<file path="config.mk">
export PLATFORM = sky130hd
export DESIGN_NAME = utf8_dfa_decoder_flat
export DESIGN_NICKNAME = d
export VERILOG_FILES = /design/src/design/utf8_pkg.sv /design/src/design/utf8_if.sv /design/src/design/utf8_dfa_decoder.sv /design/src/design/utf8_front.sv /design/src/design/utf8_core.sv /design/src/flat_wrapper.sv
export SDC_FILE = /design/constraint.sdc
export NUM_CORES = 1
export LEC_CHECK = 0
export ABC_CLOCK_PERIOD_IN_PS = 5500
export BUFFER_PORTS_ARGS = -buffer_cell sky130_fd_sc_hd__buf_2
export CORE_AREA = 2 2 121 123
export DETAILED_ROUTE_END_ITERATION = 16
export DIE_AREA = 0 0 123 125
export GPL_TIMING_DRIVEN = 0
export HOLD_SLACK_MARGIN = 0.15
export PLACE_DENSITY = 0.68
export SYNTH_ARGS = -nofsm -noshare
export SYNTH_HDL_FRONTEND = slang
export SYNTH_SLANG_ARGS = --single-unit
</file>
<file path="constraint.sdc">
create_clock -name i_clk -period 5.5 [get_ports i_clk]
set_input_delay 1.65 -clock i_clk [delete_from_list [all_inputs] [get_ports i_clk]]
set_output_delay 1.65 -clock i_clk [all_outputs]
set_load 0.01 [all_outputs]
</file>
<file path="src/design/utf8_pkg.sv">
// Shared types, codes and lookup functions of the UTF-8 decoder.
package utf8_pkg;

    // Byte classes of the decoding automaton
    typedef enum logic [3:0] {
        CLS_ASCII    = 4'd0,   // 00..7F
        CLS_CONT_LO  = 4'd1,   // 80..8F
        CLS_LEAD2    = 4'd2,   // C2..DF
        CLS_LEAD3    = 4'd3,   // E1..EC, EE..EF
        CLS_LEAD_ED  = 4'd4,   // ED
        CLS_LEAD_F4  = 4'd5,   // F4
        CLS_LEAD4    = 4'd6,   // F1..F3
        CLS_CONT_HI  = 4'd7,   // A0..BF
        CLS_INVALID  = 4'd8,   // C0, C1, F5..FF
        CLS_CONT_MID = 4'd9,   // 90..9F
        CLS_LEAD_E0  = 4'd10,  // E0
        CLS_LEAD_F0  = 4'd11   // F0
    } t_byte_class;

    typedef enum logic [8:0] {
        ST_ACCEPT = 9'b000000001,
        ST_REJECT = 9'b000000010,
        ST_TAIL1  = 9'b000000100,  // one continuation byte left
        ST_TAIL2  = 9'b000001000,  // two continuation bytes left
        ST_E0_2ND = 9'b000010000,  // after E0: needs A0..BF
        ST_ED_2ND = 9'b000100000,  // after ED: needs 80..9F
        ST_F0_2ND = 9'b001000000,  // after F0: needs 90..BF
        ST_TAIL3  = 9'b010000000,  // three continuation bytes left
        ST_F4_2ND = 9'b100000000   // after F4: needs 80..8F
    } t_dfa_state;

    localparam int unsigned CODE_W  = 21;
    localparam int unsigned COUNT_W = 16;

    typedef struct packed {
        logic [7:0] data_byte;
        logic       last_byte;
    } t_in_item;

    typedef struct packed {
        logic [CODE_W-1:0]  code_value;
        logic               char_done;
        logic               bad_sequence;
        logic [COUNT_W-1:0] char_count;
        logic [COUNT_W-1:0] bytes_to_accept;
    } t_out_item;

    // Registered request between the front stage and the decode core
    typedef struct packed {
        logic [7:0]  data_byte;
        logic        last_byte;
        t_byte_class byte_cls;
    } t_stage;

    function automatic t_byte_class byte_class(input logic [7:0] b);
        t_byte_class c;
        if (b < 8'h80)       c = CLS_ASCII;
        else if (b < 8'h90)  c = CLS_CONT_LO;
        else if (b < 8'hA0)  c = CLS_CONT_MID;
        else if (b < 8'hC0)  c = CLS_CONT_HI;
        else if (b < 8'hC2)  c = CLS_INVALID;
        else if (b < 8'hE0)  c = CLS_LEAD2;
        else if (b == 8'hE0) c = CLS_LEAD_E0;
        else if (b == 8'hED) c = CLS_LEAD_ED;
        else if (b < 8'hF0)  c = CLS_LEAD3;
        else if (b == 8'hF0) c = CLS_LEAD_F0;
        else if (b < 8'hF4)  c = CLS_LEAD4;
        else if (b == 8'hF4) c = CLS_LEAD_F4;
        else                 c = CLS_INVALID;
        return c;
    endfunction

    function automatic t_dfa_state dfa_next(input t_dfa_state s, input t_byte_class c);
        t_dfa_state n;
        n = ST_REJECT;
        unique case (s)
            ST_ACCEPT: begin
                case (c)
                    CLS_ASCII:   n = ST_ACCEPT;
                    CLS_LEAD2:   n = ST_TAIL1;
                    CLS_LEAD3:   n = ST_TAIL2;
                    CLS_LEAD_ED: n = ST_ED_2ND;
                    CLS_LEAD_F4: n = ST_F4_2ND;
                    CLS_LEAD4:   n = ST_TAIL3;
                    CLS_LEAD_E0: n = ST_E0_2ND;
                    CLS_LEAD_F0: n = ST_F0_2ND;
                    default:     n = ST_REJECT;
                endcase
            end
            ST_REJECT: n = ST_REJECT;
            ST_TAIL1: begin
                case (c) inside
                    CLS_CONT_LO, CLS_CONT_MID, CLS_CONT_HI: n = ST_ACCEPT;
                    default:                                n = ST_REJECT;
                endcase
            end
            ST_TAIL2: begin
                case (c) inside
                    CLS_CONT_LO, CLS_CONT_MID, CLS_CONT_HI: n = ST_TAIL1;
                    default:                                n = ST_REJECT;
                endcase
            end
            ST_E0_2ND: n = (c == CLS_CONT_HI) ? ST_TAIL1 : ST_REJECT;
            ST_ED_2ND: begin
                case (c) inside
                    CLS_CONT_LO, CLS_CONT_MID: n = ST_TAIL1;
                    default:                   n = ST_REJECT;
                endcase
            end
            ST_F0_2ND: begin
                case (c) inside
                    CLS_CONT_MID, CLS_CONT_HI: n = ST_TAIL2;
                    default:                   n = ST_REJECT;
                endcase
            end
            ST_TAIL3: begin
                case (c) inside
                    CLS_CONT_LO, CLS_CONT_MID, CLS_CONT_HI: n = ST_TAIL2;
                    default:                                n = ST_REJECT;
                endcase
            end
            ST_F4_2ND: n = (c == CLS_CONT_LO) ? ST_TAIL2 : ST_REJECT;
            default:   n = ST_REJECT;
        endcase
        return n;
    endfunction

endpackage

</file>
<file path="src/design/utf8_if.sv">
// Valid/ready channel interfaces for the decoder's byte input and result output.
interface utf8_in_if import utf8_pkg::*; ();
    logic     valid;
    logic     ready;
    t_in_item data;

    modport source (output valid, output data, input ready);
    modport sink   (input valid, input data, output ready);
endinterface

interface utf8_out_if import utf8_pkg::*; ();
    logic      valid;
    logic      ready;
    t_out_item data;

    modport source (output valid, output data, input ready);
    modport sink   (input valid, input data, output ready);
endinterface

</file>
<file path="src/design/utf8_dfa_decoder.sv">
// Validating UTF-8 decoder, one byte request in and one result out per cycle
// while the output is not stalled: each byte passes an input register, where its
// character class is formed, and then a single automaton step into the result
// register, so the input register and the result register lie between a byte
// and its result. The automaton state, accumulator and counters in the decode
// core update on each byte it takes. A byte flagged last closes the string.
module utf8_dfa_decoder import utf8_pkg::*; #(
    parameter int unsigned MAX_STRING_BYTES = 65535
) (
    input  logic              i_clk,
    input  logic              i_rst_n,
    utf8_in_if.sink           i_in,
    utf8_out_if.source        o_out
);

    logic   stage_valid;
    logic   stage_ready;
    t_stage stage;

    utf8_front u_front (
        .i_clk   (i_clk),
        .i_rst_n (i_rst_n),
        .i_valid (i_in.valid),
        .o_ready (i_in.ready),
        .i_item  (i_in.data),
        .o_valid (stage_valid),
        .i_ready (stage_ready),
        .o_stage (stage)
    );

    utf8_core #(
        .MAX_STRING_BYTES (MAX_STRING_BYTES)
    ) u_core (
        .i_clk   (i_clk),
        .i_rst_n (i_rst_n),
        .i_valid (stage_valid),
        .o_ready (stage_ready),
        .i_stage (stage),
        .o_valid (o_out.valid),
        .i_ready (o_out.ready),
        .o_item  (o_out.data)
    );

endmodule

</file>
<file path="src/design/utf8_front.sv">
// Input register stage: captures a byte request and its character class.
module utf8_front import utf8_pkg::*; (
    input  logic     i_clk,
    input  logic     i_rst_n,
    input  logic     i_valid,
    output logic     o_ready,
    input  t_in_item i_item,
    output logic     o_valid,
    input  logic     i_ready,
    output t_stage   o_stage
);

    logic   r_valid;
    t_stage r_stage;
    t_stage n_stage;

    assign o_ready = !r_valid || i_ready;

    always_comb begin
        n_stage.data_byte = i_item.data_byte;
        n_stage.last_byte = i_item.last_byte;
        n_stage.byte_cls  = byte_class(i_item.data_byte);
    end

    always_ff @(posedge i_clk) begin
        if (!i_rst_n) begin
            r_valid <= 1'b0;
        end else if (o_ready) begin
            r_valid <= i_valid;
        end
    end

    always_ff @(posedge i_clk) begin
        if (i_valid && o_ready) begin
            r_stage <= n_stage;
        end
    end

    assign o_valid = r_valid;
    assign o_stage = r_stage;

endmodule

</file>
<file path="src/design/utf8_core.sv">
// Decode core: automaton step, codepoint accumulator, counters and result register.
module utf8_core import utf8_pkg::*; #(
    parameter int unsigned MAX_STRING_BYTES = 65535
) (
    input  logic      i_clk,
    input  logic      i_rst_n,
    input  logic      i_valid,
    output logic      o_ready,
    input  t_stage    i_stage,
    output logic      o_valid,
    input  logic      i_ready,
    output t_out_item o_item
);

    localparam logic [COUNT_W-1:0] COUNT_CAP = (MAX_STRING_BYTES < 65535) ?
        COUNT_W'(MAX_STRING_BYTES) : {COUNT_W{1'b1}};

    t_dfa_state         r_state, n_state;
    logic [CODE_W-1:0]  r_acc, n_acc;
    logic [COUNT_W-1:0] r_point_cnt, n_point_cnt;
    logic [COUNT_W-1:0] r_byte_pos, n_byte_pos;
    logic [COUNT_W-1:0] r_accept_pos, n_accept_pos;
    logic               r_out_valid;
    t_out_item          r_out, n_out;
    logic               take;
    logic [7:0]         lead_bits;

    function automatic logic [COUNT_W-1:0] sat_inc(input logic [COUNT_W-1:0] v);
        return (v < COUNT_CAP) ? v + 1'b1 : COUNT_CAP;
    endfunction

    assign o_ready = !r_out_valid || i_ready;
    assign take    = i_valid && o_ready;

    always_comb begin
        // mask a byte taken in the accept state by its class; in any other state a byte adds six payload bits
        lead_bits = i_stage.data_byte & (8'hFF >> i_stage.byte_cls);
        if (r_state != ST_ACCEPT) begin
            n_acc = {r_acc[CODE_W-7:0], i_stage.data_byte[5:0]};
        end else begin
            n_acc = {{(CODE_W-8){1'b0}}, lead_bits};
        end

        n_state      = dfa_next(r_state, i_stage.byte_cls);
        n_point_cnt  = r_point_cnt;
        n_accept_pos = r_accept_pos;
        if (n_state == ST_ACCEPT) begin
            n_point_cnt  = sat_inc(r_point_cnt);
            n_accept_pos = sat_inc(r_byte_pos);
        end
        n_byte_pos = sat_inc(r_byte_pos);

        n_out.code_value      = n_acc;
        n_out.char_done       = (n_state == ST_ACCEPT);
        n_out.bad_sequence    = (n_state == ST_REJECT);
        n_out.char_count      = n_point_cnt;
        n_out.bytes_to_accept = (n_accept_pos == '0) ? COUNT_W'(1) : n_accept_pos;
    end

    always_ff @(posedge i_clk) begin
        if (!i_rst_n) begin
            r_state      <= ST_ACCEPT;
            r_acc        <= '0;
            r_point_cnt  <= '0;
            r_byte_pos   <= '0;
            r_accept_pos <= '0;
            r_out_valid  <= 1'b0;
        end else begin
            if (o_ready) begin
                r_out_valid <= i_valid;
            end
            if (take) begin
                if (i_stage.last_byte) begin
                    // end of string: return to the start state
                    r_state      <= ST_ACCEPT;
                    r_acc        <= '0;
                    r_point_cnt  <= '0;
                    r_byte_pos   <= '0;
                    r_accept_pos <= '0;
                end else begin
                    r_state      <= n_state;
                    r_acc        <= n_acc;
                    r_point_cnt  <= n_point_cnt;
                    r_byte_pos   <= n_byte_pos;
                    r_accept_pos <= n_accept_pos;
                end
            end
        end
    end

    always_ff @(posedge i_clk) begin
        if (take) begin
            r_out <= n_out;
        end
    end

    assign o_valid = r_out_valid;
    assign o_item  = r_out;

    a_state_onehot: assert property (@(posedge i_clk) disable iff (!i_rst_n)
        $onehot(r_state))
        else $error("decoder state not one-hot");

    a_last_clears: assert property (@(posedge i_clk) disable iff (!i_rst_n)
        take && i_stage.last_byte |=> r_state == ST_ACCEPT && r_point_cnt == '0 &&
            r_byte_pos == '0 && r_accept_pos == '0)
        else $error("string state not cleared after last byte");

    a_reject_sticky: assert property (@(posedge i_clk) disable iff (!i_rst_n)
        take && !i_stage.last_byte && r_state == ST_REJECT |=> r_state == ST_REJECT)
        else $error("reject state left before end of string");

    a_counts_capped: assert property (@(posedge i_clk) disable iff (!i_rst_n)
        r_point_cnt <= COUNT_CAP && r_byte_pos <= COUNT_CAP)
        else $error("count above limit");

    a_accept_order: assert property (@(posedge i_clk) disable iff (!i_rst_n)
        r_accept_pos <= r_byte_pos && r_point_cnt <= r_byte_pos)
        else $error("accept position or char count past byte position");

endmodule

</file>
<file path="src/flat_wrapper.sv">
// flat-port wrapper written by rule: the top's interface ports become plain ports
module utf8_dfa_decoder_flat import utf8_pkg::*;
#(
    parameter int unsigned MAX_STRING_BYTES = 65535
)
  (i_clk, i_rst_n, i_in_valid, i_in_data, i_in_ready, o_out_valid, o_out_data, o_out_ready);
  utf8_in_if i_in_i ();
  utf8_out_if o_out_i ();
  input  logic i_clk;
  input  logic i_rst_n;
  input wire logic [$bits(i_in_i.valid)-1:0] i_in_valid;
  input wire logic [$bits(i_in_i.data)-1:0] i_in_data;
  output wire logic [$bits(i_in_i.ready)-1:0] i_in_ready;
  output wire logic [$bits(o_out_i.valid)-1:0] o_out_valid;
  output wire logic [$bits(o_out_i.data)-1:0] o_out_data;
  input wire logic [$bits(o_out_i.ready)-1:0] o_out_ready;
  assign i_in_i.valid = i_in_valid;
  assign i_in_i.data = i_in_data;
  assign i_in_ready = i_in_i.ready;
  assign o_out_valid = o_out_i.valid;
  assign o_out_data = o_out_i.data;
  assign o_out_i.ready = o_out_ready;
  utf8_dfa_decoder #(.MAX_STRING_BYTES(MAX_STRING_BYTES)) u_core (.i_clk(i_clk), .i_rst_n(i_rst_n), .i_in(i_in_i), .o_out(o_out_i));
endmodule
</file>
### Word level (Yosys, flattened, before mapping)

Memory sizes are Yosys's and may differ from the RTL's.
Cells that the tools add are included.

* input bits: 13
* RAM bits: 0
* register bits: 142
* logic and storage cells: 91
* bits in read-only memories: 144
* memories kept: 1
* output and inout port bits: 57
* latch bits: 0

* multiply operators: 0
* shift operators: 1
* divide/modulo/power cells: 0
* reduce and logical (&&, ||, !) cells: 12
* equality and inequality tests: 18
* $lt $le $gt $ge: 10
* bitwise gates (word level): 1
* add/sub/neg operators: 2
* multiplexer cells: 29

Memories
* (name not given): words 16, bits a word 9, rd ports 1, clocked after Yosys merged registers in 0, write ports 0, line utf8_pkg.sv:78 `case (c)`

Operators with widths (count)
* two-way mux 16 bit: 7
* case mux 9 bit (8 select lines): 1
* less-than comparator 8 bit (second input constant): 8
* two-way mux 4 bit: 13
* adder 16 x 1 -> 16 bit (second input constant): 2
* equality test 8 bit (second input constant): 4
* less-than comparator 16 bit (second input constant): 2
* two-way mux 21 bit: 1
* equality test 9 x 1 -> 1 bit (second input constant): 2
* logical NOT 16 bit: 1
* two-way mux 15 bit: 1
* equality test 9 x 2 -> 1 bit (second input constant): 1
* equality test 9 x 3 -> 1 bit (second input constant): 1
* equality test 9 x 4 -> 1 bit (second input constant): 1
* equality test 9 x 5 -> 1 bit (second input constant): 1
* equality test 9 x 6 -> 1 bit (second input constant): 1
* equality test 9 x 7 -> 1 bit (second input constant): 1
* equality test 9 x 8 -> 1 bit (second input constant): 1
* equality test 9 bit (second input constant): 1
* two-way mux 3 bit: 3
* two-way mux 9 bit: 1
* inequality test 9 x 1 -> 1 bit (second input constant): 1
* AND 8 bit: 1
* >> shifter 8 x 4 -> 8 bit (first input constant): 1
* 10 further kinds: 16

### Longest topological paths before layout

Gate-level depths: netlist of the first run.

* depth after elaboration: 12
* depth in mapped cells: 10
* gate-level depth less buffers: 7

### By module

A second synthesis of the first run with hierarchy kept.

* cells, all modules: 710
* area, all modules: 7075.5 µm²

Modules (own cells, without submodules)
* utf8_core: times used 1, cells an instance 665, seq. area each 3113.0 µm², area each 6463.7 µm²
* utf8_front: times used 1, cells an instance 45, seq. area each 410.4 µm², area each 611.8 µm²

### Worst setup path after synthesis of the first run

Ideal clock, no wire load.

* kind: in2reg
* start: input port o_out_ready
* end: register u_core.u_core.r_out, in the netlist u_core.u_core.o_item[0], enable pin
* path slack: 1.098 ns
* cell stages on the path: 5
* arrival time: 3.961 ns
* library setup time: 0.441 ns
* required time: 5.059 ns
* path buffers: 2
* path through: nor2b_1 -> nand2b_1 -> inv_1 -> clkbuf_1 -> clkbuf_1

* longest elaborated chain between the ends: 2

Ends and longest elaborated chain
* start: declaration: line flat_wrapper.sv:16 `input wire logic [$bits(o_out_i.ready)-1:0] o_out_ready;`
* logical OR 1 bit: line utf8_core.sv:32 `assign o_ready = !r_out_valid || i_ready;`
* logical AND 1 bit: line utf8_core.sv:33 `assign take = i_valid && o_ready;`
* net u_core.u_core.take: line utf8_core.sv:25 `logic take;`
* end signal: assignment: line utf8_core.sv:93 `r_out <= n_out;`
* end: declaration: line utf8_core.sv:24 `t_out_item r_out, n_out;`

The timed path passes the listed nets, and every way through them passes these cells.
A chain may end at the register's enable or synchronous reset.

### Worst setup path in the final report of the first run

* start: input port o_out_ready
* end: output port i_in_ready

* longest elaborated chain between the ends: 2

Ends and longest elaborated chain
* logical OR 1 bit: line utf8_core.sv:32
* logical OR 1 bit: line utf8_front.sv:17 `assign o_ready = !r_valid || i_ready;`
* end: declaration: line flat_wrapper.sv:13 `output wire logic [$bits(i_in_i.ready)-1:0] i_in_ready;`

Every way passes these cells.

==> flow_metrics.tcl, run 1 <==
set metrics [dict create \
    grt_overflow 0 \
    fmax_ghz 0.260 \
    syn_avg_cell_area_sq_um 9.70 \
    track_usage_pct 24.4 \
    syn2layout_area_growth_pct 16.6 \
    netlist_instances 714 \
    crit_end "i_in_ready" \
    powerDensity_mw_per_mm2 303 \
    crit-reg2reg-launch "u_core.u_core.r_byte_pos[0]$_SDFFE_PN0P_" \
    reg2reg_slack_ps 1980 \
    yosysTopAreaCellShare_pct 29.5 \
    rsz0062_at_grt "no" \
    synthMuxAreaShare_pct 2.58 \
    ir_drop_uv 223 \
    cts-htree-levels 4 \
    route.final.wire_length_mm 18.2 \
    synth.most_common_cell "dfxtp_1" \
    finalCriticalPeriod_ps 3840 \
    ys_seq_elements 142 \
    place.gp.congestion 0.963 \
    fin_util_pct 56.9 \
    viasPerCell 6.05 \
    n_antenna_cell 0 \
    synth-simple-area-share_pct 20.6 \
    cp_cell_sequence "buf_2 -> nor2b_1 -> nand2_1 -> buf_2" \
    tightestPinTransition_ps 946 \
    ys_seq_area_share_pct 50.9 \
    finalHoldViolCount 0 \
    grt_pass1_wl_mm 29.0 \
    synth_top_family_by_area "simple AND/OR/NAND/NOR gates" \
    synth_edf_count 68 \
    ys_top_cells_by_area "edfxtp_1 (29%), dfxtp_1 (21%), a21oi_1 (3.5%)" \
    ys.flop_type "dfxtp_1" \
    post_cts_resized 0 \
    die_w_microns 123 \
    drt_first_pass_iters 5 \
    synthArstFlopShare_pct 0 \
    final_area_sq_mm 0.00808 \
    dp_hpwl_mm 12.9 \
    place_area_sq_mm 0.00750 \
    numCtsBuffers 17 \
    ys_types 71 \
    reg2reg_depth 8 \
    final_layout_size_suffix_gt1_share_pct 17.7 \
    synth_compound_gate_area_share_pct 19.7 \
    cts_tree "built" \
    synthAdderAreaFrac_pct 0.361 \
    core_sq_mm 0.0142 \
    p_leak_nw 2.91 \
    r2r_end "u_core.u_core.o_item[0]$_SDFFCE_PN1P_" \
    drtIter0Drc 636 \
    portBuffers 69 \
    critical_path_class "primary input to output pin" \
    path_clk_slew_ps 60 \
    drv_cap 0 \
    slew_headroom_pct 36.5 \
    min_path_type "flop to flop" \
    fillCellCount 1277 \
    crit_path_start_kind "primary input" \
    ys_warn_count 0 \
    path_max_fanout 4 \
    crit_start "o_out_ready" \
    drc 0 \
    cts_setup_buffers 0 \
    grt_max_degree 65 \
    fin_nets 817 \
    cts_sinks 142 \
    synth_common_cells "dfxtp_1 (74), edfxtp_1 (68), nor2_1 (64)" \
    clkLatencyLatePin_ps 430 \
    status "finished, final reports clean" \
    fin_crit_sh_pct 69.8 \
    hold_buffers 0 \
    cp_slowest_cell "nor2b_1" \
    critical_path_arrival_ps 2190 \
    routed-via-count 6044 \
    chipHeight_microns 125 \
    setup_viol 0 \
    antenna_left 0 \
    grt_pass1_vias 5714 \
    end_kind "output pin" \
    placementRows 44 \
    die_area_sq_mm 0.0154 \
    final_max_slew_viol_count 0 \
    worstPathRequired_ps 3850 \
    start_util_pct 48.8 \
    synthXorXnorAreaFrac_pct 1.64 \
    ctsLongestPathBuffers 2 \
    skew_ps 6.50 \
    path_common_cell "buf_2" \
    cts_root_buffer "clkbuf_16" \
    syn_nets 729 \
    wl_per_cell_microns 18.2 \
    slowest_delay_ps 210 \
    yosysTopAreaCell "edfxtp_1" \
    synth_area_sq_mm 0.00693 \
    antenna_found_initial 0 \
    io_pins 70 \
]
## layout make-up
cell class              count  area (sq um)  area share, %
plain buffers              55           225           2.79
clock buffers              22           485           6.01
clock inverters            10          85.1           1.05
inverters                  20          75.1          0.930
multi-input cells         497          3110           38.5
flip-flops and latches    142          3520           43.6
well taps                 184           230           2.85
repair buffers             69           345           4.28
## per-layer routing
layer	global-route usage, %	vias to the layer above	routed length [microns]
met3	5.61	49	1080
met2	36.7	212	8260
met1	33.0	2913	8330
met4	12.0	0	529
met5	0	-	0
li1	-	2870	-
## state kept, by name, summed over array words and instances, names as in the netlist
| signal | flops |
|---|---|
| u_core.u_front.o_valid | 1 |
| u_core.u_core.r_byte_pos | 16 |
| u_core.u_core.r_accept_pos | 16 |
| u_core.u_front.o_stage | 13 |
| u_core.u_core.r_point_cnt | 16 |
| u_core.u_core.r_acc | 15 |
| u_core.u_core.o_item | 55 |
| u_core.u_core.o_valid | 1 |
| u_core.u_core.r_state | 9 |
## worst min-delay path by stage
| stage | from | to | slack [ps] | cells past startpoint |
|---|---|---|---|---|
| global route | u_core.u_core.r_acc[10]$_SDFFE_PN0P_ | u_core.u_core.r_acc[10]$_SDFFE_PN0P_ | 470 | 2 |
| detailed placement | u_core.u_core.r_acc[10]$_SDFFE_PN0P_ | u_core.u_core.r_acc[10]$_SDFFE_PN0P_ | 450 | 2 |
| CTS | u_core.u_core.r_acc[10]$_SDFFE_PN0P_ | u_core.u_core.r_acc[10]$_SDFFE_PN0P_ | 460 | 2 |
| finish | u_core.u_core.r_acc[10]$_SDFFE_PN0P_ | u_core.u_core.r_acc[10]$_SDFFE_PN0P_ | 450 | 2 |
| global placement | u_core.u_core.r_acc[14]$_SDFFE_PN0P_ | u_core.u_core.r_acc[14]$_SDFFE_PN0P_ | 440 | 2 |
| floorplan | u_core.u_core.r_acc[10]$_SDFFE_PN0P_ | u_core.u_core.r_acc[10]$_SDFFE_PN0P_ | 430 | 2 |
## critical path, delay by kind of cell
kind,cells,cell delay [ps]
AND/OR/NAND/NOR,2,310
buffers and inverters,2,230
## where the power goes
part	leakage, nW	switching (mW)	internal, mW
logic	1.40	0.132	0.0570
registers	1.24	0.0122	1.14
clock network	0.277	0.439	0.669
total	2.91	0.584	1.87
## logic make-up (layout without fill, tap and decap cells)
kind of cell	Yosys count	count (layout)
compound gates	190	190
flops	142	142
xor+xnor	13	13
mux	16	16
fa+ha+maj	2	2
buf+inv	75	176
simple gates	276	276
## cell usage in the layout, fill, tap and decap left out, drive strengths merged, types with 10 or more instances in the layout
| master | n |
|---|---|
| nor2 | 65 |
| a31oi | 19 |
| o21ai | 19 |
| clkbuf | 69 |
| edfxtp | 68 |
| nor3 | 22 |
| a22oi | 27 |
| or4 | 10 |
| a21oi | 50 |
| nand4 | 14 |
| nand2 | 60 |
| dfxtp | 74 |
| inv | 22 |
| mux2 | 12 |
| nand3 | 30 |
| buf | 77 |
| and2 | 16 |
## per-stage QoR
step	std cells	hold WS, ps	worst slack, ps	TNS, ps	power, mW
global route	999	474	1570	0	2.53
floorplan	714	427	1100	0	1.29
detailed placement	967	450	1540	0	1.36
finish	999	454	1660	0	2.45
CTS	999	458	1660	0	2.46
global placement	967	437	-201	-4700	1.36
Note: power is estimated with default switching activity, not from simulation.
==> inputs of run 2 (changes only) <==
--- a/config.mk
+++ b/config.mk
@@ -5,14 +5,14 @@
 export SDC_FILE = /design/constraint.sdc
 export NUM_CORES = 1
 export LEC_CHECK = 0
-export ABC_CLOCK_PERIOD_IN_PS = 5500
+export ABC_CLOCK_PERIOD_IN_PS = 3200
 export BUFFER_PORTS_ARGS = -buffer_cell sky130_fd_sc_hd__buf_2
 export CORE_AREA = 2 2 121 123
 export DETAILED_ROUTE_END_ITERATION = 16
 export DIE_AREA = 0 0 123 125
 export GPL_TIMING_DRIVEN = 0
 export HOLD_SLACK_MARGIN = 0.15
-export PLACE_DENSITY = 0.68
+export PLACE_DENSITY = 0.7
 export SYNTH_ARGS = -nofsm -noshare
 export SYNTH_HDL_FRONTEND = slang
 export SYNTH_SLANG_ARGS = --single-unit
==> constraint.sdc (replaced) <==
create_clock -name i_clk -period 3.2 [get_ports i_clk]
set_input_delay 0.96 -clock i_clk [delete_from_list [all_inputs] [get_ports i_clk]]
set_output_delay 0.96 -clock i_clk [all_outputs]
set_load 0.01 [all_outputs]
==> run 2 against run 1 <==
Compared with the run above:
- via count up 0.84%
- clock-buffer cell count grew 1
- largest power group is now clock
- clock power is 86% higher
- final area increased by 0.95%
- worst setup slack lost 1500 ps
==> flow_metrics.tcl, run 2 (same netlist as run 1, synthesis figures left out) <==
set metrics [dict create \
    status "finished, final reports clean" \
    p_leak_nw 2.94 \
    path_common_cell "mux2_2" \
    crit_buf_inv 0 \
    core_sq_mm 0.0142 \
    die_w_microns 123 \
    end_kind "flop" \
    antenna_found_initial 0 \
    switching_share_pct 23.0 \
    fillCellCount 1246 \
    crit_cells 7 \
    slew_headroom_pct 31.3 \
    grt_max_degree 65 \
    viasPerCell 6.10 \
    drv_cap 0 \
    track_usage_pct 23.9 \
    ir_drop_uv 338 \
    crit-reg2reg-launch "u_core.u_core.r_byte_pos[0]$_SDFFE_PN0P_" \
    seq_power_share_pct 45.2 \
    skew_ps 8.56 \
    wl_per_cell_microns 18.1 \
    finalHoldViolCount 0 \
    numCtsBuffers 17 \
    die_area_sq_mm 0.0154 \
    drt_first_pass_iters 6 \
    total_power_mw 4.38 \
    drc 0 \
    hold_buffers 0 \
    finalSetupTns_ps 0 \
    grt_pass1_wl_mm 28.8 \
    largest_register_ff_count 55 \
    final_cell_mix "dfxtp_1 (74), buf_2 (72), edfxtp_1 (68)" \
    path_clk_slew_ps 60 \
    reg2reg_slack_ps 130 \
    grt_pass1_vias 5743 \
    n_antenna_cell 0 \
    place.gp.congestion 1.02 \
    cts_tree "built" \
    cp_slowest_cell "or4_1" \
    critical_path_arrival_ps 3330 \
    critical_path_class "flop to flop" \
    clkLatencyLatePin_ps 430 \
    ctsLongestPathBuffers 2 \
    cp_cell_sequence "ha_2 -> nand4_1 -> nor4_2 -> mux2_2 -> mux2_2 -> or4_1 -> o31ai_1" \
    power_switching_mw 1.01 \
    drtIter0Drc 658 \
    crit_path_start_kind "flop" \
    r2r_end "u_core.u_core.o_item[0]$_SDFFCE_PN1P_" \
    layout_commonest_cell "dfxtp_1" \
    placementRows 44 \
    worstPathRequired_ps 3460 \
    internal_power_mw 3.37 \
    min_path_type "flop to flop" \
    setup_viol 0 \
    pwr-share-clk_pct 47.4 \
    io_pins 70 \
    route.final.wire_length_mm 18.1 \
    whs_ps 452 \
    final_layout_size_suffix_gt1_share_pct 18.4 \
    cts_sinks 142 \
    reg2reg_depth 7 \
    cts_root_buffer "clkbuf_16" \
    syn2layout_area_growth_pct 17.7 \
    slowest_delay_ps 530 \
    fmax_ghz 0.326 \
    p_comb_share_pct 7.4 \
    grt_overflow 0 \
    crit_start "u_core.u_core.r_byte_pos[0]$_SDFFE_PN0P_" \
    powerDensity_mw_per_mm2 537 \
    crit_end "u_core.u_core.o_item[0]$_SDFFCE_PN1P_" \
    chipHeight_microns 125 \
    dp_hpwl_mm 12.6 \
    rsz0062_at_grt "no" \
    tightestPinTransition_ps 1020 \
    start_util_pct 48.8 \
    fin_nets 817 \
    routed-via-count 6095 \
    portBuffers 69 \
    antenna_left 0 \
    cpLargestDelayFamily "simple AND/OR/NAND/NOR gates" \
    fin_crit_sh_pct 95.9 \
    finalCriticalPeriod_ps 3070 \
    final_max_slew_viol_count 0 \
    path_max_fanout 9 \
    cts-htree-levels 4 \
]
run 2: changes by cell type in the layout (fill, tap and decap cells not counted):
cell       delta
clkbuf_2      +1
bufinv_16     +2
nor4_2        +2
clkinv_2      -2
nor4b_2       +1
buf_4         +1
clkinv_1      -1
nor4_1        -2
clkbuf_1      -1
nor4b_1       -1
ha_2          +1
ha_1          -1
run 2: area by class of cell:
type	count	area, sq um	area share, %
flip-flops and latches	142	3520	43.2
multi-input cells	497	3130	38.4
inverters	20	75.1	0.921
well taps	184	230	2.82
clock inverters	9	131	1.61
repair buffers	70	353	4.33
plain buffers	54	223	2.73
clock buffers	23	489	6.00
run 2: layer usage:
metal,vias to the layer above,share of wire (%),global-route usage (%)
met3,35,6.6,4.93
met2,263,48,38.1
met1,2935,44,32.1
met5,-,0,0
li1,2862,-,-
met4,0,2.1,8.56
run 2: tightest hold or removal path, delay by kind of cell (launching register included):
kind / cells / cell delay, ps
DFF: 1 / 310
and+or+nand+nor: 1 / 50
AOI/OAI and AO/OA: 1 / 50
run 2: power groups by stage:
stage	clock, mW	sequential (mW)	combinational, mW
floorplan	0	2.03	0.181
global route	2.17	1.98	0.350
global placement	0	2.02	0.313
finish	2.07	1.98	0.325
detailed placement	0	2.02	0.318
CTS	2.09	1.98	0.320
run 2: stage by stage:
stage / std cells / worst slack [ps] / util (%) / cell area, sq um
final: 999 / 130 / 57.4 / 8150
after detailed placement: 967 / -323 / 52.8 / 7500
after floorplan: 714 / 153 / - / 6930
after CTS: 999 / 70.0 / 57.3 / 8140
after global placement: 967 / -369 / 52.8 / 7500
after global routing: 999 / 18.0 / 57.4 / 8150
run 2: worst min path at each step:
stage	from	endpoint	slack (ps)	cells past startpoint
CTS	u_core.u_core.r_acc[10]$_SDFFE_PN0P_	u_core.u_core.r_acc[10]$_SDFFE_PN0P_	450	2
finish	u_core.u_core.r_acc[12]$_SDFFE_PN0P_	u_core.u_core.r_acc[12]$_SDFFE_PN0P_	450	2
detailed placement	u_core.u_core.r_acc[10]$_SDFFE_PN0P_	u_core.u_core.r_acc[10]$_SDFFE_PN0P_	440	2
global placement	u_core.u_core.r_acc[13]$_SDFFE_PN0P_	u_core.u_core.r_acc[13]$_SDFFE_PN0P_	440	2
global route	u_core.u_core.r_acc[13]$_SDFFE_PN0P_	u_core.u_core.r_acc[13]$_SDFFE_PN0P_	470	2
floorplan	u_core.u_core.r_acc[10]$_SDFFE_PN0P_	u_core.u_core.r_acc[10]$_SDFFE_PN0P_	430	2
run 2: what timing repair did:
item                                   4_1_cts  5_1_grt
buffers inserted                             1        0
setup endpoints to repair                    1        7
resized for setup                            1        5
pin swaps                                    1        0
endpoints found under the hold margin        0        0
==> inputs of run 3 (changes only) <==
--- a/config.mk
+++ b/config.mk
@@ -7,12 +7,14 @@
 export LEC_CHECK = 0
 export ABC_CLOCK_PERIOD_IN_PS = 3200
 export BUFFER_PORTS_ARGS = -buffer_cell sky130_fd_sc_hd__buf_2
-export CORE_AREA = 2 2 121 123
+export CORE_AREA = 2 2 135 137
+export CTS_CLUSTER_DIAMETER = 200
 export DETAILED_ROUTE_END_ITERATION = 16
-export DIE_AREA = 0 0 123 125
+export DIE_AREA = 0 0 137 139
 export GPL_TIMING_DRIVEN = 0
 export HOLD_SLACK_MARGIN = 0.15
-export PLACE_DENSITY = 0.7
+export PLACE_DENSITY = 0.58
+export SETUP_SLACK_MARGIN = 0.02
 export SYNTH_ARGS = -nofsm -noshare
 export SYNTH_HDL_FRONTEND = slang
 export SYNTH_SLANG_ARGS = --single-unit
==> run 3 against run 2 <==
Compared with the run above:
- sequential power barely moved
- global-route usage fell by 3.0 points
- sequential cell count did not move
- via count fell by 1.6%
- register-to-register slack improved by 30 ps
- worst hold slack improved by 1.4 ps
- die area rose by 24%
- critical path depth did not move
- cell count rose by 4.5%
- routed wire length rose by 5.6%
- largest cell class unchanged
==> flow_metrics.tcl, run 3 (same netlist as run 1, synthesis figures left out) <==
set metrics [dict create \
    status "finished, final reports clean" \
    drtIter0Drc 638 \
    drv_cap 0 \
    rsz0062_at_grt "no" \
    place.gp.congestion 0.918 \
    largest_register_ff_count 55 \
    track_usage_pct 20.8 \
    wl_per_cell_microns 18.3 \
    cts_sinks 142 \
    cp_cell_sequence "ha_2 -> nand4_1 -> nor4_2 -> mux2_2 -> mux2_2 -> or4_1 -> o31ai_1" \
    final_max_slew_viol_count 0 \
    path_common_cell "mux2_2" \
    whs_ps 454 \
    total_power_mw 4.45 \
    slew_headroom_pct 37.4 \
    preCtsSetupSlack_ps -304 \
    antenna_left 0 \
    die_w_microns 137 \
    die_area_sq_mm 0.0190 \
    ctsLongestPathBuffers 2 \
    chipHeight_microns 139 \
    crit_path_start_kind "flop" \
    dp_hpwl_mm 13.4 \
    cts_tree "built" \
    slowest_delay_ps 540 \
    portBuffers 69 \
    grt_pass1_vias 5761 \
    route.final.wire_length_mm 19.1 \
    hold_buffers 0 \
    critical_path_arrival_ps 3300 \
    drt_first_pass_iters 5 \
    layout_commonest_cell "dfxtp_1" \
    fin_ws_ps 164 \
    reg2reg_depth 7 \
    cts_root_buffer "clkbuf_16" \
    end_kind "flop" \
    fin_nets 817 \
    placementRows 49 \
    grt_overflow 0 \
    fmax_ghz 0.329 \
    clkLatencyLatePin_ps 430 \
    powerDensity_mw_per_mm2 540 \
    drc 0 \
    grt_pass1_wl_mm 30.9 \
    antenna_found_initial 0 \
    finalHoldViolCount 0 \
    critical_path_class "flop to flop" \
    core_sq_mm 0.0177 \
    p_leak_nw 2.96 \
    path_clk_slew_ps 60 \
    fillCellCount 1741 \
    place_area_sq_mm 0.00756 \
    routed-via-count 6000 \
    path_max_fanout 9 \
    viasPerCell 5.75 \
    worstPathRequired_ps 3460 \
    finalCriticalPeriod_ps 3040 \
    final_layout_size_suffix_gt1_share_pct 18.8 \
    start_util_pct 39.2 \
    grt_max_degree 65 \
    skew_ps 9.73 \
    final_area_sq_mm 0.00824 \
    n_antenna_cell 0 \
    min_path_type "flop to flop" \
    cts-htree-levels 4 \
    setup_viol 0 \
    min_delay_path_depth 2 \
    multiInputGateArea_sq_mm 0.00313 \
    ir_drop_uv 418 \
    numCtsBuffers 17 \
    fin_crit_sh_pct 94.9 \
    syn2layout_area_growth_pct 19.0 \
    tightestPinTransition_ps 932 \
    io_pins 70 \
    final_cell_mix "dfxtp_1 (74), buf_2 (72), edfxtp_1 (68)" \
    seqCellArea_sq_mm 0.00352 \
    cp_slowest_cell "or4_1" \
]
## run 3: cell types whose count changed in the layout (fill, tap and decap cells not counted)
cell / previous run / this run
clkinv_4: 0 / 4
clkbuf_16: 18 / 21
clkbuf_1: 47 / 45
clkbuf_8: 2 / 0
bufinv_16: 3 / 2
clkinv_1: 1 / 0
clkinv_2: 1 / 2
clkinvlp_4: 2 / 1
inv_6: 2 / 1
## run 3: per-stage QoR
| step | util, % | TNS [ps] | cells |
|---|---|---|---|
| floorplan | - | 0 | 714 |
| global placement | 42.8 | -25820 | 1012 |
| detailed placement | 42.8 | -1380 | 1012 |
| CTS | 46.6 | 0 | 1044 |
| global route | 46.7 | 0 | 1044 |
| finish | 46.7 | 0 | 1044 |
## run 3: cell type report
type / count / share of cell area [%]
flip-flops and latches: 142 / 42.8
multi-input cells: 497 / 38.0
clock buffers: 22 / 6.42
repair buffers: 70 / 4.28
well taps: 229 / 3.48
plain buffers: 54 / 2.70
clock inverters: 10 / 1.47
inverters: 20 / 0.911
## run 3: path summary, 6_finish.rpt
path                                                 to                                startpoint  slack, ps
setup reg to reg  u_core.u_core.o_item[0]$_SDFFCE_PN1P_  u_core.u_core.r_byte_pos[0]$_SDFFE_PN0P_        160
hold / removal     u_core.u_core.r_acc[12]$_SDFFE_PN0P_      u_core.u_core.r_acc[12]$_SDFFE_PN0P_        450
hold reg to reg    u_core.u_core.r_acc[12]$_SDFFE_PN0P_      u_core.u_core.r_acc[12]$_SDFFE_PN0P_        450
setup / recovery  u_core.u_core.o_item[0]$_SDFFCE_PN1P_  u_core.u_core.r_byte_pos[0]$_SDFFE_PN0P_        160
## run 3: critical path: cells and delay by family, from the launching register on
family	cells	cell delay (ps)
flops	1	450
simple gates	3	1160
compound gates	1	250
mux	2	690
fa+ha+maj	1	320
## run 3: metal layers
metal	vias up	share of wire (%)	GRT usage [%]
li1	2859	-	-
met1	2856	45	28.5
met2	240	46	32.3
met3	45	6.3	4.64
met4	0	2.5	7.49
met5	-	0	0
## run 3: what timing repair did
| action | 4_1_cts | 5_1_grt |
|---|---|---|
| hold endpoints to repair | 0 | 0 |
| pin swaps | 1 | 0 |
| endpoints found under the setup margin | 1 | 21 |
| resized for setup | 1 | 5 |
| buffers inserted | 1 | 0 |
## run 3: power by group
group          leakage, nW  switching [mW]  total, mW  internal, mW
clock network        0.317           0.800       2.14          1.34
logic                 1.40           0.232      0.331        0.0988
registers             1.24          0.0204       1.98          1.96
